==> config.mk <==
export PLATFORM = sky130hd
export DESIGN_NAME = fir_lowpass_filter
export DESIGN_NICKNAME = d
export VERILOG_FILES = /design/src/rtl/firlp_pkg.sv /design/src/rtl/firlp_mac.sv /design/src/rtl/fir_lowpass_filter.sv
export SDC_FILE = /design/constraint.sdc
export NUM_CORES = 2
export LEC_CHECK = 0
export BUFFER_PORTS_ARGS = -buffer_cell sky130_fd_sc_hd__buf_2
export CAP_MARGIN = 20
export CELL_PAD_IN_SITES_DETAIL_PLACEMENT = 1
export CELL_PAD_IN_SITES_GLOBAL_PLACEMENT = 1
export CORE_ASPECT_RATIO = 1.4
export CORE_UTILIZATION = 55
export DETAILED_ROUTE_END_ITERATION = 10
export MAX_ROUTING_LAYER = met4
export PLACE_DENSITY_LB_ADDON = 0.1
export SLEW_MARGIN = 20
export SYNTH_ARGS = -nofsm -noshare
export SYNTH_HDL_FRONTEND = slang
export SYNTH_SLANG_ARGS = --single-unit
==> constraint.sdc <==
create_clock -name i_clk -period 9.74 [get_ports i_clk]
set_input_delay 0.487 -clock i_clk [delete_from_list [all_inputs] [get_ports i_clk]]
set_output_delay 0.487 -clock i_clk [all_outputs]
set_load 0.03 [all_outputs]
==> src/rtl/firlp_pkg.sv <==
// Shared types, constants and tap ROM of the FIR low-pass filter.
package firlp_pkg;

    // Filter dimensions.
    localparam int TAPS       = 71;
    localparam int COEF_WIDTH = 16;
    localparam int ROM_LEN    = 71;

    // Derived widths.
    localparam int SMP_W  = 16;
    localparam int IDX_W  = (TAPS > 1) ? $clog2(TAPS) : 1;
    localparam int PROD_W = SMP_W + COEF_WIDTH;
    localparam int ACC_W  = PROD_W + IDX_W;
    localparam int SCL_W  = ACC_W - COEF_WIDTH + 1;

    // Saturation limits and rounding offset for the final scaling.
    localparam int      SMP_MAX  = 32767;
    localparam int      SMP_MIN  = -32768;
    localparam longint  SCALE_M1 = (longint'(1) <<< (COEF_WIDTH - 1)) - 1;

    // Shift amounts that take a Q1.15 ROM tap to COEF_WIDTH bits.
    localparam int COEF_UP = (COEF_WIDTH >= 16) ? COEF_WIDTH - 16 : 0;
    localparam int COEF_DN = (COEF_WIDTH < 16) ? 16 - COEF_WIDTH : 0;

    typedef logic signed [SMP_W-1:0]      t_sample;
    typedef logic signed [COEF_WIDTH-1:0] t_coef;
    typedef logic signed [PROD_W-1:0]     t_prod;
    typedef logic signed [ACC_W-1:0]      t_acc;
    typedef logic signed [SCL_W-1:0]      t_scaled;
    typedef logic [IDX_W-1:0]             t_idx;

    // Sequencer states.
    typedef enum logic [1:0] {
        ST_IDLE,
        ST_RUN,
        ST_DRAIN,
        ST_FIN
    } t_state;

    // Controls from the sequencer to the multiply-accumulate unit.
    typedef struct packed {
        logic clear;
        logic mul_en;
        logic acc_en;
    } t_mac_ctrl;

    // Symmetric low-pass taps, signed Q1.15.
    localparam int TAP_ROM [ROM_LEN] = '{
          188,   244,   -38,  -100,   -85,   146,   123,   -77,  -209,     0,
          237,   131,  -218,  -264,   117,   375,    55,  -415,  -282,   347,
          518,  -145,  -702,  -194,   759,   647,  -610, -1163,   162,  1677,
          735, -2113, -2592,  2406, 10122, 13875, 10122,  2406, -2592, -2113,
          735,  1677,   162, -1163,  -610,   647,   759,  -194,  -702,  -145,
          518,   347,  -282,  -415,    55,   375,   117,  -264,  -218,   131,
          237,     0,  -209,   -77,   123,   146,   -85,  -100,   -38,   244,
          188
    };

    // Tap at COEF_WIDTH bits; positions beyond the ROM weigh zero.
    function automatic t_coef tap_coef(input t_idx idx);
        int v;
        v = 0;
        if (int'(idx) < ROM_LEN) begin
            v = TAP_ROM[idx] <<< COEF_UP;
            if (v < 0) begin
                v = -((-v) >>> COEF_DN);
            end else begin
                v = v >>> COEF_DN;
            end
        end
        return t_coef'(v);
    endfunction

endpackage

==> src/rtl/firlp_mac.sv <==
// Shared multiply-accumulate unit with final scaling and saturation.
module firlp_mac (
    input  logic                i_clk,
    input  firlp_pkg::t_mac_ctrl i_ctrl,
    input  firlp_pkg::t_sample  i_sample,
    input  firlp_pkg::t_coef    i_coef,
    output firlp_pkg::t_sample  o_result
);
    import firlp_pkg::*;

    t_prod   r_prod;
    t_acc    r_acc;
    t_acc    bias;
    t_acc    biased;
    t_scaled scaled;

    // Product register, then accumulator at full precision.
    always_ff @(posedge i_clk) begin
        if (i_ctrl.mul_en) begin
            r_prod <= i_sample * i_coef;
        end
        if (i_ctrl.clear) begin
            r_acc <= '0;
        end else if (i_ctrl.acc_en) begin
            r_acc <= r_acc + t_acc'(r_prod);
        end
    end

    // Scale down with truncation toward zero, then saturate to 16 bits.
    always_comb begin
        bias   = r_acc[ACC_W-1] ? t_acc'(SCALE_M1) : '0;
        biased = r_acc + bias;
        scaled = t_scaled'(biased >>> (COEF_WIDTH - 1));
        if (scaled > t_scaled'(SMP_MAX)) begin
            o_result = t_sample'(SMP_MAX);
        end else if (scaled < t_scaled'(SMP_MIN)) begin
            o_result = t_sample'(SMP_MIN);
        end else begin
            o_result = t_sample'(scaled);
        end
    end

endmodule

==> src/rtl/fir_lowpass_filter.sv <==
// Top level of the 71-tap FIR low-pass filter with its delay-line memory and sequencer.
// Each accepted input word is written into a circular delay line of TAPS entries, and
// one shared multiplier then walks the taps, one per cycle, newest sample first. An item
// passes through these steps from acceptance to a loaded result: acceptance, memory reads
// of the taps feeding the multiplier, a drain of the read, multiply and accumulate
// stages, and scaling and saturation as the result is loaded. The single multiplier and
// the one read port of the delay line mean the taps are read one at a time. The delay
// line reads as zero at every position until written, by way of per-entry valid flags
// that reset clears at once, so no clearing pass is needed. A finished word waits in the
// output register and the next input word is taken while it waits.
module fir_lowpass_filter (
    input  logic               i_clk,
    input  logic               i_rst_n,
    input  logic               i_valid,
    output logic               o_ready,
    input  firlp_pkg::t_sample i_sample_in,
    output logic               o_valid,
    input  logic               i_ready,
    output firlp_pkg::t_sample o_filtered_out
);
    import firlp_pkg::*;

    localparam t_idx LAST = t_idx'(TAPS - 1);

    t_state    r_state;
    t_state    n_state;
    t_sample   r_mem [TAPS];
    logic [TAPS-1:0] r_valid;
    t_idx      r_wptr;
    t_idx      r_raddr;
    t_idx      r_issue;
    t_sample   r_rd_data;
    t_coef     r_coef;
    logic      r_v1;
    logic      r_v2;
    logic      r_out_valid;
    t_sample   r_out_data;
    logic      accept;
    logic      issue;
    logic      load_out;
    t_mac_ctrl mac_ctrl;
    t_sample   mac_result;

    assign o_ready        = (r_state == ST_IDLE);
    assign accept         = i_valid && o_ready;
    assign o_valid        = r_out_valid;
    assign o_filtered_out = r_out_data;

    // Next state and sequencer controls.
    always_comb begin
        n_state        = r_state;
        issue          = 1'b0;
        load_out       = 1'b0;
        mac_ctrl.clear = 1'b0;
        case (r_state)
            ST_IDLE: begin
                if (i_valid) begin
                    mac_ctrl.clear = 1'b1;
                    n_state        = ST_RUN;
                end
            end
            ST_RUN: begin
                issue = 1'b1;
                if (r_issue == LAST) begin
                    n_state = ST_DRAIN;
                end
            end
            ST_DRAIN: begin
                if (!r_v1 && !r_v2) begin
                    n_state = ST_FIN;
                end
            end
            ST_FIN: begin
                if (!r_out_valid || i_ready) begin
                    load_out = 1'b1;
                    n_state  = ST_IDLE;
                end
            end
            default: begin
                n_state = ST_IDLE;
            end
        endcase
        mac_ctrl.mul_en = r_v1;
        mac_ctrl.acc_en = r_v2;
    end

    // Control registers.
    always_ff @(posedge i_clk) begin
        if (!i_rst_n) begin
            r_state     <= ST_IDLE;
            r_valid     <= '0;
            r_wptr      <= '0;
            r_v1        <= 1'b0;
            r_v2        <= 1'b0;
            r_out_valid <= 1'b0;
        end else begin
            r_state <= n_state;
            r_v1    <= issue;
            r_v2    <= r_v1;
            if (accept) begin
                r_valid[r_wptr] <= 1'b1;
                r_wptr          <= (r_wptr == LAST) ? '0 : r_wptr + t_idx'(1);
            end
            if (load_out) begin
                r_out_valid <= 1'b1;
            end else if (i_ready) begin
                r_out_valid <= 1'b0;
            end
        end
    end

    // Delay-line memory, read walk and coefficient fetch.
    always_ff @(posedge i_clk) begin
        if (accept) begin
            r_mem[r_wptr] <= i_sample_in;
            r_raddr       <= r_wptr;
            r_issue       <= '0;
        end
        if (issue) begin
            r_rd_data <= r_valid[r_raddr] ? r_mem[r_raddr] : '0;
            r_coef    <= tap_coef(r_issue);
            r_raddr   <= (r_raddr == '0) ? LAST : r_raddr - t_idx'(1);
            r_issue   <= r_issue + t_idx'(1);
        end
        if (load_out) begin
            r_out_data <= mac_result;
        end
    end

    firlp_mac u_mac (
        .i_clk    (i_clk),
        .i_ctrl   (mac_ctrl),
        .i_sample (r_rd_data),
        .i_coef   (r_coef),
        .o_result (mac_result)
    );

endmodule

==> results by group <==
Run status
  • Status: finished, final reports clean

Flow run
  • Maxcap violations: 0

Routing
  • DR vias/cell: 6.031
  • Wirelength per Cell: 27.65 µm
  • Drt first pass iters: 6
  • Iter 0 DRT Violations: 2650
  • Antenna viol nets, final: 0
  • Routed vias: 35140
  • Drt total wl: 161100 µm
  • Remaining DRCs: 0

STA
  • Setup tns final: 0 ns
  • Max Clk Rate: 0.1469 GHz
  • Slew headroom: 21.39%
  • Fin. max-slew vios: 0
  • Final setup vio count: 0
  • Period utilisation layout: 69.87%
  • Worst Tran Pin Value: 1.179 ns
  • Min Hold Slack: 0.1216 ns
  • Min Clock Period, post-route: 6.806 ns
  • Final Skew: 0.03458 ns
  • RSZ-0062 raised after global routing: false
  • Hold Fails Final Rpt: 0

GRT
  • GRT Total Usage: 28.61%
  • Largest net degree at the start of global routing: 93
  • Initial antenna violation count: 3
  • First-pass GRT wire length: 243200 µm
  • Grt total ovfl: 0
  • Vias in the first global route: 38630

Clock tree
  • Post-CTS setup buffer count: 0
  • Max Root-Sink Buffers: 3
  • # hold bufs at CTS: 0
  • CTS sink count: 1351
  • CTS tree: done
  • Num CTS Buffers: 131
  • Clk slew on worst S/H paths: 0.06 ns
  • Clock Latency Late Sink: 0.77 ns
  • Post-CTS sizing: 0
  • CTS root buf: clkbuf_16
  • H-Tree Depth: 4

Setup path
  • R2R setup slack: 2.93 ns
  • Critical Path AT: 7.29 ns
  • Endpoint class of the critical path: register
  • Crit start category: register
  • Data required time of the worst path: 10.22 ns
  • CP Class: register to register
  • Critical path fanouts, max: 22

Synth
  • Synth Warn #: 0
  • Synth unique cells: 70
  • Post-synth net total: 4482
  • Average cell area after synthesis: 16.07 µm²
  • Synth Cell Area: 65050 µm²
  • Area leader, netlist: edfxtp_1
  • Post-synth EDFFs: 1229
  • Synthesized flop and latch total: 1351
  • Part of the Yosys area used for sequential elements: 60.49%
  • Syn Inst Count: 4048
  • Synth async-reset ratio: 0%
  • Area contributors post-synth: edfxtp_1, mux4_2, fa_1
  • Synth Flop Type: edfxtp_1
  • Area fraction of the dominant cell type after synthesis: 56.74%

Place
  • I/O Buffers: 37
  • Final GP Congestion: 0.9110
  • Post-DP HPWL: 107800 µm

Floorplan
  • Die Height: 408.9 µm
  • Ports: 38
  • Die W: 292.7 µm
  • Core area: 116800 µm²
  • Initial core utilization: 55.67%
  • Num rows: 148
  • Die area: 119700 µm²

Layout
  • P&R area growth vs syn: 10.08%
  • Layout cells sized above 1: 17.35%
  • Final Core Density: 61.28%
  • Fillers: 10510
  • Final nets: 4576

Worst hold path
  • Worst hold-check path type: input pin to register
-- worst paths after layout --
path                      endpoint  depth (start not counted)        start
hold / removal             o_valid                          3      i_ready
setup reg to reg  u_mac.r_prod[31]                         20   r_coef[14]
hold reg to reg        r_valid[50]                          1  r_valid[50]
setup / recovery  u_mac.r_prod[31]                         20   r_coef[14]
-- worst max-delay path: stages, from the launching register on --
cell	delay [ns]
edfxtp_1	0.74
inv_1	0.40
nor2_1	0.22
fa_1	0.46
fa_1	0.51
fa_1	0.44
fa_1	0.48
fa_1	0.51
inv_1	0.05
fa_1	0.49
inv_1	0.04
ha_1	0.38
o211a_1	0.20
nand3_1	0.10
or3_1	0.37
a31oi_1	0.24
o22ai_1	0.21
o211ai_1	0.31
a31o_1	0.19
a21oi_1	0.07
xor2_1	0.14
-- layout make-up --
cell class | count | area, µm² | share of cell area [%]
Clock inverter | 63 | 635.6 | 0.8877
Tap cell | 1575 | 1971 | 2.752
Timing Repair Buffer | 159 | 1149 | 1.604
Inverter | 347 | 1303 | 1.819
Clock buffer | 177 | 3608 | 5.039
Sequential cell | 1351 | 39350 | 54.95
Multi-Input combinational cell | 2152 | 23580 | 32.93
Antenna cell | 3 | 7.507 | 0.01048
-- cells in the mapped netlist, drive strengths merged (2+ instances only) --
| master | count |
|---|---|
| edfxtp | 1229 |
| mux4 | 375 |
| inv | 347 |
| fa | 264 |
| nand2 | 234 |
| nor2 | 208 |
| ha | 150 |
| clkbuf | 143 |
| and2 | 130 |
| dfxtp | 122 |
| o21ai | 120 |
| a21oi | 104 |
| o21a | 79 |
| xnor2 | 75 |
| mux2i | 64 |
| buf | 55 |
| nand3 | 39 |
| a21o | 36 |
| a211oi | 30 |
| nor3 | 30 |
| xor2 | 26 |
| nor2b | 20 |
| a31oi | 15 |
| nand2b | 15 |
| o211ai | 14 |
| o21bai | 14 |
| nand4 | 11 |
| and3 | 10 |
| nor3b | 9 |
| a211o | 7 |
| nand3b | 7 |
| o22ai | 7 |
| o31ai | 7 |
| o2111ai | 6 |
| o311ai | 6 |
| or3 | 5 |
| a221oi | 4 |
| a31o | 4 |
| a2111oi | 3 |
| a311oi | 3 |
| a41oi | 3 |
| nor4 | 3 |
| a21boi | 2 |
-- state kept, by name, indices dropped and copies added, names as in the netlist --
name	flops
r_v2	1
u_mac.r_acc	39
r_raddr	7
r_issue	7
o_valid	1
r_mem	1136
u_mac.r_prod	32
r_rd_data	16
r_wptr	7
o_filtered_out	16
r_v1	1
r_valid	71
r_state	2
r_coef	15
-- placed cells by master, fill, tap and decap left out, types with 7 or more instances in the layout --
cell type and instances:
o22ai_1 7, nand4_1 11, a31oi_1 14, nand3b_1 7, buf_4 119, o21a_1 79, o21bai_1 14, nor3_1 29
nor2b_1 20, nand2_1 234, clkinv_2 21, bufinv_16 9, dfxtp_1 121, nand3_1 39, inv_1 345, clkinv_1 15
mux4_2 375, mux2i_1 63, nand2b_1 15, a211oi_1 29, xor2_1 26, xnor2_1 75, nor2_1 205, a21oi_1 104
nor3b_1 9, clkbuf_16 137, o21ai_1 34, a211o_1 7, fa_1 264, o211ai_1 14, and2_1 130, ha_1 149
o21ai_0 86, clkbuf_1 37, edfxtp_1 1229, and3_1 10, a21o_1 36, buf_2 36
-- routing by layer --
metal / vias up / wire [µm] / GRT usage (%)
li1: 15320 / - / -
met1: 18640 / 58780 / 32.23
met2: 889 / 89660 / 51.50
met4: 0 / 6782 / 11.94
met5: - / 0 / -
met3: 293 / 5897 / 3.219
-- cells by family after synthesis --
logic type	Yosys count	synth area share [%]
flops	1351	60.49
simple gates	728	5.236
buf+inv	545	3.272
compound gates	470	4.643
mux	439	13.99
fa+ha+maj	414	11.01
xor+xnor	101	1.360
-- per-stage QoR --
stage                     std cells  cell area [µm²]  setup slack [ns]
final                          5827            71600             2.934
after global routing           5825            71600             2.581
after CTS                      5824            71600             2.916
after detailed placement       5584            67350             2.940
after global placement         5583            67340             3.095
after floorplan                4048            65050             3.785
Power is left out: the tool's default activity adds up to more than one toggle a clock period on the data nets, which glitch-free logic cannot reach.
